==> config.mk <==
export PLATFORM = sky130hd
export DESIGN_NAME = lsb_first_bit_packer
export DESIGN_NICKNAME = d
export VERILOG_FILES = /design/src/design/lbp_pkg.sv /design/src/design/lsb_first_bit_packer.sv /design/src/design/lbp_front.sv /design/src/design/lbp_queue.sv /design/src/design/lbp_back.sv
export SDC_FILE = /design/constraint.sdc
export NUM_CORES = 1
export LEC_CHECK = 0
export BUFFER_PORTS_ARGS = -buffer_cell sky130_fd_sc_hd__buf_2
export CORE_MARGIN = 2
export CORE_UTILIZATION = 25
export DETAILED_ROUTE_END_ITERATION = 6
export HOLD_SLACK_MARGIN = 0.03
export REMOVE_ABC_BUFFERS = 1
export SLEW_MARGIN = 20
export SYNTH_ARGS = -nofsm -noshare
export SYNTH_HDL_FRONTEND = slang
export SYNTH_SLANG_ARGS = --single-unit
==> constraint.sdc <==
create_clock -name clk -period 2.9 [get_ports clk]
set_input_delay 0.145 -clock clk [delete_from_list [all_inputs] [get_ports clk]]
set_output_delay 0.145 -clock clk [all_outputs]
set_load 0.02 [all_outputs]
==> src/design/lbp_pkg.sv <==
// shared constants and types of the lsb-first bit packer
package lbp_pkg;

	// default field length limit
	localparam int MAX_FIELD_BITS_DEF = 16;
	// fixed widths of the item fields
	localparam int VALUE_W = 16;
	localparam int LEN_W = 5;
	localparam int BYTE_W = 8;
	// accumulator limit: a field never takes more than this minus eight bits
	localparam int ACC_LIMIT = 64;
	// entries in the queue between front and back
	localparam int QUEUE_DEPTH = 2;

	// control flags that travel with each queued item
	typedef struct packed {
		logic fin;   // flush the partial byte after the full bytes
		logic part;  // a partial byte is left over
	} lbp_ctl_t;

	localparam int CTL_W = $bits(lbp_ctl_t);

endpackage

==> src/design/lsb_first_bit_packer.sv <==
// top level of the lsb-first bit packer
// Packs fields of up to MAX_FIELD_BITS bits (Huffman codes optionally bit-reversed,
// extra bits as they are) least significant bit first into bytes. Input items are
// taken one per cycle while the two-entry queue between front and back has room;
// the front merges each field with the pending bits in the cycle it is taken. The
// back sends one result per cycle through its output register while the sink is
// ready; an item sends its full bytes, plus one more result if it is final. A
// final item pads the partial byte with zeros and sends it with tlast; with no
// bits pending it sends a zero byte with tlast and tuser (empty marker) set.
module lsb_first_bit_packer import lbp_pkg::*; #(
	parameter int MAX_FIELD_BITS = MAX_FIELD_BITS_DEF
) (
	input  logic        clk,
	input  logic        arst_n,
	input  logic        s_axis_tvalid,
	output logic        s_axis_tready,
	input  logic [23:0] s_axis_tdata,   // field_value [15:0], field_length [20:16], zero
	input  logic        s_axis_tuser,   // reverse_bits
	input  logic        s_axis_tlast,   // final_req
	output logic        m_axis_tvalid,
	input  logic        m_axis_tready,
	output logic [7:0]  m_axis_tdata,   // data_byte [7:0]
	output logic        m_axis_tuser,   // empty_res
	output logic        m_axis_tlast    // last
);

	localparam int LEN_MAX = (MAX_FIELD_BITS > ACC_LIMIT-8) ? ACC_LIMIT-8 : MAX_FIELD_BITS;
	localparam int ACC_W = LEN_MAX + 7;
	localparam int NB_W = $clog2(ACC_W / 8 + 1);
	localparam int Q_W = ACC_W + NB_W + CTL_W;

	logic              take;
	logic [ACC_W-1:0]  f_acc;
	logic [NB_W-1:0]   f_nbytes;
	lbp_ctl_t          f_ctl;
	logic              q_not_full;
	logic              q_head_valid;
	logic [Q_W-1:0]    q_head;
	logic              b_pop;
	logic [ACC_W-1:0]  h_acc;
	logic [NB_W-1:0]   h_nbytes;
	lbp_ctl_t          h_ctl;

	assign s_axis_tready = q_not_full;
	assign take = s_axis_tvalid && q_not_full;

	// front: merge the field with the pending bits
	lbp_front #(
		.MAX_FIELD_BITS(MAX_FIELD_BITS)
	) u_front (
		.clk         (clk),
		.arst_n      (arst_n),
		.take        (take),
		.field_value (s_axis_tdata[15:0]),
		.field_length(s_axis_tdata[20:16]),
		.reverse_bits(s_axis_tuser),
		.final_req   (s_axis_tlast),
		.acc         (f_acc),
		.nbytes      (f_nbytes),
		.ctl         (f_ctl)
	);

	// queue between the two sides
	lbp_queue #(
		.DATA_W(Q_W)
	) u_queue (
		.clk       (clk),
		.arst_n    (arst_n),
		.push      (take),
		.push_data ({f_ctl, f_nbytes, f_acc}),
		.not_full  (q_not_full),
		.pop       (b_pop),
		.head_valid(q_head_valid),
		.head_data (q_head)
	);

	assign h_acc    = q_head[ACC_W-1:0];
	assign h_nbytes = q_head[ACC_W +: NB_W];
	assign h_ctl    = lbp_ctl_t'(q_head[ACC_W+NB_W +: CTL_W]);

	// back: byte-by-byte output
	lbp_back #(
		.ACC_W(ACC_W),
		.NB_W (NB_W)
	) u_back (
		.clk        (clk),
		.arst_n     (arst_n),
		.head_valid (q_head_valid),
		.head_acc   (h_acc),
		.head_nbytes(h_nbytes),
		.head_ctl   (h_ctl),
		.pop        (b_pop),
		.m_valid    (m_axis_tvalid),
		.m_ready    (m_axis_tready),
		.m_byte     (m_axis_tdata),
		.m_last     (m_axis_tlast),
		.m_empty    (m_axis_tuser)
	);

endmodule

==> src/design/lbp_front.sv <==
// front end: masks, reverses and merges each field with the pending bits
module lbp_front import lbp_pkg::*; #(
	parameter int MAX_FIELD_BITS = MAX_FIELD_BITS_DEF
) (
	input  logic                           clk,
	input  logic                           arst_n,
	input  logic                           take,
	input  logic [VALUE_W-1:0]             field_value,
	input  logic [LEN_W-1:0]               field_length,
	input  logic                           reverse_bits,
	input  logic                           final_req,
	output logic [(((MAX_FIELD_BITS > ACC_LIMIT-8) ? ACC_LIMIT-8 : MAX_FIELD_BITS)+7)-1:0] acc,
	output logic [$clog2(((((MAX_FIELD_BITS > ACC_LIMIT-8) ? ACC_LIMIT-8 : MAX_FIELD_BITS)+7)/8)+1)-1:0] nbytes,
	output lbp_ctl_t                       ctl
);

	localparam int LEN_MAX = (MAX_FIELD_BITS > ACC_LIMIT-8) ? ACC_LIMIT-8 : MAX_FIELD_BITS;
	localparam int FW = LEN_MAX;
	localparam int ACC_W = LEN_MAX + 7;
	localparam int NB_MAX = ACC_W / 8;
	localparam int NB_W = $clog2(NB_MAX + 1);
	localparam int CNT_W = $clog2(ACC_W + 1);
	localparam int PAD_W = BYTE_W * (NB_MAX + 1);

	logic [BYTE_W-2:0] pend_q;
	logic [2:0]        cnt_q;

	logic [LEN_W-1:0]      eff_len;
	logic [FW+VALUE_W-1:0] val_wide;
	logic [FW-1:0]         val_fw;
	logic [FW-1:0]         masked;
	logic [FW-1:0]         rev_full;
	logic [FW-1:0]         field;
	logic [CNT_W-1:0]      total;
	logic [PAD_W-1:0]      acc_pad;
	logic [BYTE_W-1:0]     next_byte;

	// saturate the length to the field limit
	assign eff_len = (int'(field_length) > LEN_MAX) ? LEN_W'(LEN_MAX) : field_length;

	// drop value bits above the length
	assign val_wide = {{FW{1'b0}}, field_value};
	assign val_fw   = val_wide[FW-1:0];
	assign masked   = val_fw & ~({FW{1'b1}} << eff_len);

	// full-width reversal, then slide back down by the unused width
	always_comb begin
		for (int i = 0; i < FW; i++) begin
			rev_full[i] = masked[FW-1-i];
		end
	end
	assign field = reverse_bits ? (rev_full >> (CNT_W'(FW) - CNT_W'(eff_len))) : masked;

	// append above the pending bits
	assign acc    = ACC_W'(pend_q) | (ACC_W'(field) << cnt_q);
	assign total  = CNT_W'(cnt_q) + CNT_W'(eff_len);
	assign nbytes = NB_W'(total >> 3);
	assign ctl.fin  = final_req;
	assign ctl.part = (total[2:0] != 3'd0);

	// byte left over after the full bytes
	assign acc_pad = PAD_W'(acc);
	always_comb begin
		next_byte = '0;
		for (int i = 0; i <= NB_MAX; i++) begin
			if (NB_W'(i) == nbytes) begin
				next_byte = acc_pad[i*BYTE_W +: BYTE_W];
			end
		end
	end

	// pending bits carried to the next item
	always_ff @(posedge clk or negedge arst_n) begin
		if (!arst_n) begin
			pend_q <= '0;
			cnt_q  <= '0;
		end else if (take) begin
			if (final_req) begin
				pend_q <= '0;
				cnt_q  <= '0;
			end else begin
				pend_q <= next_byte[BYTE_W-2:0];
				cnt_q  <= total[2:0];
			end
		end
	end

	// bits above the pending count are always clear
	a_pend_clean: assert property (@(posedge clk) disable iff (!arst_n)
		((pend_q >> cnt_q) == '0))
		else $error("pending bits above count");

endmodule

==> src/design/lbp_queue.sv <==
// short queue of merged items between front and back
module lbp_queue import lbp_pkg::*; #(
	parameter int DATA_W = 8
) (
	input  logic              clk,
	input  logic              arst_n,
	input  logic              push,
	input  logic [DATA_W-1:0] push_data,
	output logic              not_full,
	input  logic              pop,
	output logic              head_valid,
	output logic [DATA_W-1:0] head_data
);

	localparam int PTR_W = $clog2(QUEUE_DEPTH);
	localparam int CNT_W = $clog2(QUEUE_DEPTH + 1);

	logic [DATA_W-1:0] mem_q [QUEUE_DEPTH];
	logic [PTR_W-1:0]  wr_q;
	logic [PTR_W-1:0]  rd_q;
	logic [CNT_W-1:0]  count_q;
	logic              do_push;
	logic              do_pop;

	assign not_full   = (count_q != CNT_W'(QUEUE_DEPTH));
	assign head_valid = (count_q != '0);
	assign head_data  = mem_q[rd_q];
	assign do_push    = push && not_full;
	assign do_pop     = pop && head_valid;

	// storage
	always_ff @(posedge clk) begin
		if (do_push) begin
			mem_q[wr_q] <= push_data;
		end
	end

	// pointers and fill count
	always_ff @(posedge clk or negedge arst_n) begin
		if (!arst_n) begin
			wr_q    <= '0;
			rd_q    <= '0;
			count_q <= '0;
		end else begin
			if (do_push) begin
				wr_q <= (wr_q == PTR_W'(QUEUE_DEPTH-1)) ? '0 : PTR_W'(wr_q + 1'b1);
			end
			if (do_pop) begin
				rd_q <= (rd_q == PTR_W'(QUEUE_DEPTH-1)) ? '0 : PTR_W'(rd_q + 1'b1);
			end
			count_q <= count_q + CNT_W'(do_push) - CNT_W'(do_pop);
		end
	end

	// fill count stays within the depth
	a_count_range: assert property (@(posedge clk) disable iff (!arst_n)
		(count_q <= CNT_W'(QUEUE_DEPTH)))
		else $error("queue count beyond depth");

	// a full queue with no pop keeps its count
	a_full_hold: assert property (@(posedge clk) disable iff (!arst_n)
		(!not_full && !pop) |=> !not_full)
		else $error("full queue lost an entry");

endmodule

==> src/design/lbp_back.sv <==
// back end: sends the full bytes of each item and the final byte or marker
module lbp_back import lbp_pkg::*; #(
	parameter int ACC_W = 23,
	parameter int NB_W = 2
) (
	input  logic              clk,
	input  logic              arst_n,
	input  logic              head_valid,
	input  logic [ACC_W-1:0]  head_acc,
	input  logic [NB_W-1:0]   head_nbytes,
	input  lbp_ctl_t          head_ctl,
	output logic              pop,
	output logic              m_valid,
	input  logic              m_ready,
	output logic [BYTE_W-1:0] m_byte,
	output logic              m_last,
	output logic              m_empty
);

	localparam int NB_MAX = ACC_W / 8;
	localparam int PAD_W = BYTE_W * (NB_MAX + 1);

	logic [NB_W-1:0]   k_q;
	logic              valid_q;
	logic [BYTE_W-1:0] byte_q;
	logic              last_q;
	logic              empty_q;

	logic [PAD_W-1:0]  acc_pad;
	logic [BYTE_W-1:0] sel_byte;
	logic              load_ok;
	logic              has_byte;
	logic              emit;
	logic              emit_last;
	logic              emit_empty;
	logic              last_full;

	// byte at the current index
	assign acc_pad = PAD_W'(head_acc);
	always_comb begin
		sel_byte = '0;
		for (int i = 0; i <= NB_MAX; i++) begin
			if (NB_W'(i) == k_q) begin
				sel_byte = acc_pad[i*BYTE_W +: BYTE_W];
			end
		end
	end

	// what is loaded into the output register this cycle
	assign load_ok    = !valid_q || m_ready;
	assign has_byte   = (k_q != head_nbytes);
	assign last_full  = (NB_W'(k_q + 1'b1) == head_nbytes);
	assign emit       = head_valid && load_ok && (has_byte || head_ctl.fin);
	assign emit_last  = !has_byte;
	assign emit_empty = !has_byte && !head_ctl.part;

	always_comb begin
		pop = 1'b0;
		if (head_valid) begin
			if (has_byte) begin
				pop = load_ok && last_full && !head_ctl.fin;
			end else if (head_ctl.fin) begin
				pop = load_ok;
			end else begin
				pop = 1'b1;
			end
		end
	end

	// byte index within the head item
	always_ff @(posedge clk or negedge arst_n) begin
		if (!arst_n) begin
			k_q <= '0;
		end else if (pop) begin
			k_q <= '0;
		end else if (emit) begin
			k_q <= NB_W'(k_q + 1'b1);
		end
	end

	// output register
	always_ff @(posedge clk or negedge arst_n) begin
		if (!arst_n) begin
			valid_q <= 1'b0;
		end else if (emit) begin
			valid_q <= 1'b1;
		end else if (m_ready) begin
			valid_q <= 1'b0;
		end
	end

	always_ff @(posedge clk) begin
		if (emit) begin
			byte_q  <= emit_empty ? '0 : sel_byte;
			last_q  <= emit_last;
			empty_q <= emit_empty;
		end
	end

	assign m_valid = valid_q;
	assign m_byte  = byte_q;
	assign m_last  = last_q;
	assign m_empty = empty_q;

	// a marker result is always last and carries a zero byte
	a_empty_last: assert property (@(posedge clk) disable iff (!arst_n)
		(valid_q && empty_q) |-> (last_q && byte_q == '0))
		else $error("marker result malformed");

	// the byte index never runs past the head item's byte count
	a_index_range: assert property (@(posedge clk) disable iff (!arst_n)
		head_valid |-> (k_q <= head_nbytes))
		else $error("byte index beyond item");

	// nothing is loaded over a result that is still waiting
	a_no_overwrite: assert property (@(posedge clk) disable iff (!arst_n)
		(valid_q && !m_ready) |-> !emit)
		else $error("result overwritten");

endmodule
==> run_results.csv <==
group,metric,value,unit
critical_path,critPathKind,"primary input to flip-flop",
timing,finalMaxSlewViolations,0,
routing,drt-total-wl,18000,um
logic_synthesis,synth_edf_count,64,
clock_tree,cts_buffers,9,
clock_tree,root_buffer,"clkbuf_16",
power_and_ir_drop,ir_drop,0.400,mV
cells_and_area,drive_gt1_frac,0.333,
run_status,status,"finished clean",
worst_hold_path,min-delay-start,"s_axis_tlast",
floorplan,rows,55,
timing,fin_crit_sh,0.972,
critical_path,r2r_slack,0.40,ns
logic_synthesis,synthDistinctLibCells,85,
global_routing,grt.total_usage,0.149,
routing,vias,5325,
clock_tree,cts_tree,"done",
floorplan,num_io_pins,42,
cells_and_area,antenna_cells,0,
floorplan,die_area,24300,um2
timing,max_freq,355,MHz
clock_tree,h-tree-depth,3,
global_routing,antenna_found_initial,0,
placed_design,dpl.cell_count,987,
critical_path,cp_max_fo,13,
timing,period_needed,2.82,ns
critical_path,required,2.97,ns
timing,tightestPinTransition,0.783,ns
global_routing,grt_pass1_wl,28500,um
routing,first_pass_iters,5,
logic_synthesis,synth-simple-area-share,0.157,
global_routing,grt_pass1_vias,5159,
routing,via_per_inst,5.30,
logic_synthesis,synth_compound_area_frac,0.255,
logic_synthesis,synth_adder_area_share,0.0273,
logic_synthesis,syn_area,5770,um2
logic_synthesis,synth_top_family_by_area,"compound AO/OA/AOI/OAI gates",
timing,hold_ws,0.102,ns
placed_design,finalWeightedCongestion,0.935,
logic_synthesis,synth-seq-area-share,0.407,
clock_tree,path_clk_slew,0.06,ns
logic_synthesis,postSynth.asyncResetShare,0.210,
clock_tree,cts_num_sinks,81,
floorplan,die_y,156,um
critical_path,timing.critical_path.to_type,"flip-flop",
logic_synthesis,synth_xor_area_frac,0.0165,
logic_synthesis,syn_avg_cell_area,10.1,um2
cells_and_area,final_util,0.337,
critical_path,timing.critical_path.from_type,"primary input",
logic_synthesis,ys.flop_type,"edfxtp_1",
clock_tree,cts_buffer_depth,2,
timing,slew_headroom,0.478,
floorplan,core,22600,um2
routing,drc_errors,0,
timing,finalHoldViolCount,0,
routing,routedWlPerCell,17.9,um
floorplan,start_util,0.255,
critical_path,worst-r2r-cell-count,10,
routing,drtAntennaViolNets,0,
placed_design,hpwl,13900,um
power_and_ir_drop,p_per_area,828,nW/um2
critical_path,timing.rr.end,"u_queue.count_q[1]",
worst_hold_path,hp-class,"primary input to flip-flop",
cells_and_area,areaGrowthSynthToFinish,32.5,%
cells_and_area,postLayoutCellArea,7640,um2
worst_hold_path,hold_depth,1,
timing,setup_viol,0,
power_and_ir_drop,cellLeakagePower,3.02,nW
routing,initialDrtViolationCount,530,
logic_synthesis,yosysWarnings,0,
logic_synthesis,syn_inst,573,
placed_design,io_buffer_count,38,
global_routing,grt_overflow,0,
critical_path,cp.arrival,2.89,ns
cells_and_area,nNetsFinal,757,
global_routing,grt_max_degree,28,
cells_and_area,finalNonFillerCells,1005,
placed_design,placed_area,7150,um2
timing,clock_skew,0.00550,ns
floorplan,die_width,156,um
flow_run,cap_violations,0,
logic_synthesis,synthMuxAreaShare,0.0894,
worst_hold_path,hold-path-endpoint,"u_queue.mem_q[1][26]",
logic_synthesis,synth_seq_cells,81,
critical_path,r2r_start,"u_queue.rd_q",
clock_tree,clock_latency,0.33,ns
per-layer routing:
metal / GRT usage / wire (um) / share of wire / vias up
li1: - / - / - / 2547
met3: 0.0203 / 813 / 0.045 / 31
met5: 0 / 0 / 0 / -
met4: 0.0555 / 439 / 0.024 / 0
met1: 0.203 / 8330 / 0.46 / 2584
met2: 0.240 / 8430 / 0.47 / 163
per-stage QoR:
step	power [mW]	worst slack, ns	setup TNS, ns
floorplan	4.06	-0.191	-0.547
global placement	5.17	-0.372	-11.42
detailed placement	5.20	-0.409	-12.52
CTS	6.29	0.00200	0
global route	6.78	-0.00368	-0.00519
finish	6.32	0.0816	0
synth_stat cells (all sizes together), types with 12 or more instances:
library cell	instances	area share
dfrtp	17	0.074
nand2b	12	0.013
nor2b	13	0.014
a21oi	29	0.025
mux2i	17	0.030
o211ai	13	0.017
nor2	38	0.025
o21ai	23	0.020
edfxtp	64	0.33
a211oi	15	0.020
inv	26	0.017
nor3	17	0.015
nand2	35	0.023
clkbuf	27	0.018
logic make-up (layout without fill, tap and decap cells):
group           Yosys count  after routing
compound gates          195            195
xor+xnor                 10             10
fa+ha+maj                12             12
buf+inv                  67            214
flops                    81             81
mux                      37             37
simple gates            171            171
report_power, final:
group,internal (mW),total [mW],switching (mW)
Combinational,1.34,3.17,1.83
Clock,0.661,1.08,0.417
Sequential,1.91,2.08,0.161
Total,3.92,6.32,2.41
registers in the layout (all words and copies together), names as in the netlist:
register / cells
u_queue.mem_q: 54
u_back.m_byte: 8
u_front.pend_q: 7
u_front.cnt_q: 3
u_back.k_q: 2
u_queue.count_q: 2
u_back.m_empty: 1
u_back.m_last: 1
u_back.m_valid: 1
u_queue.rd_q: 1
u_queue.wr_q: 1
final cells by class:
| class | instances | area [um2] |
|---|---|---|
| fillers | 2292 | 15000 |
| multi-input cells | 425 | 3330 |
| flip-flops and latches | 81 | 2350 |
| repair buffers | 169 | 1210 |
| well taps | 285 | 357 |
| clock buffers | 12 | 236 |
| inverters | 29 | 114 |
| clock inverters | 4 | 45.0 |
layout by cell type, fill, tap and decap left out, drive strengths merged, types with 5 or more instances in the layout:
| cell | count |
|---|---|
| nor4 | 5 |
| a21oi | 29 |
| o22ai | 7 |
| clkinv | 5 |
| o221ai | 7 |
| clkbuf | 12 |
| dfrtp | 17 |
| a31oi | 8 |
| xnor2 | 8 |
| or3 | 6 |
| o32a | 7 |
| mux2 | 10 |
| a22oi | 7 |
| a221oi | 11 |
| o21a | 5 |
| ha | 11 |
| o211ai | 13 |
| buf | 168 |
| mux2i | 17 |
| a21o | 9 |
| mux4 | 10 |
| o31ai | 5 |
| inv | 26 |
| nor2b | 13 |
| edfxtp | 64 |
| a211oi | 15 |
| nor2 | 38 |
| nor3b | 5 |
| nand3b | 8 |
| nor3 | 17 |
| o21ai | 23 |
| nand2b | 12 |
| nand3 | 10 |
| nand2 | 35 |
critical path, stage by stage:
cell      delay [ns]
buf_2           0.13
buf_12          0.15
o41ai_2         0.34
buf_4           0.17
o22ai_2         0.07
mux2_4          0.29
a32o_2          0.27
or3_1           0.38
mux4_2          0.54
a221oi_4        0.33
inv_1           0.08
how the worst max path moves through the flow:
stage	start	end	slack [ns]	depth (start not counted)
2_1_floorplan	s_axis_tdata[20]	u_queue.mem_q[0][5]	-0.19	12
3_3_place_gp	s_axis_tdata[20]	u_front.pend_q[2]	-0.37	15
3_5_place_dp	s_axis_tdata[20]	u_queue.mem_q[1][5]	-0.41	14
4_1_cts	s_axis_tdata[20]	u_queue.mem_q[1][6]	0.002	14
5_1_grt	s_axis_tdata[16]	u_queue.mem_q[1][5]	-0.004	15
6_report	s_axis_tdata[18]	u_queue.mem_q[0][5]	0.08	11
timing repair:
| action | CTS | global route |
|---|---|---|
| setup buffers | 0 | 3 |
| setup endpoints to repair | 8 | 29 |
| hold buffers | 1 | 0 |
| pin swaps | 4 | 16 |
| endpoints found under the hold margin | 17 | 0 |
| resized for setup | 7 | 33 |
Power figures use the tool's default switching activity.
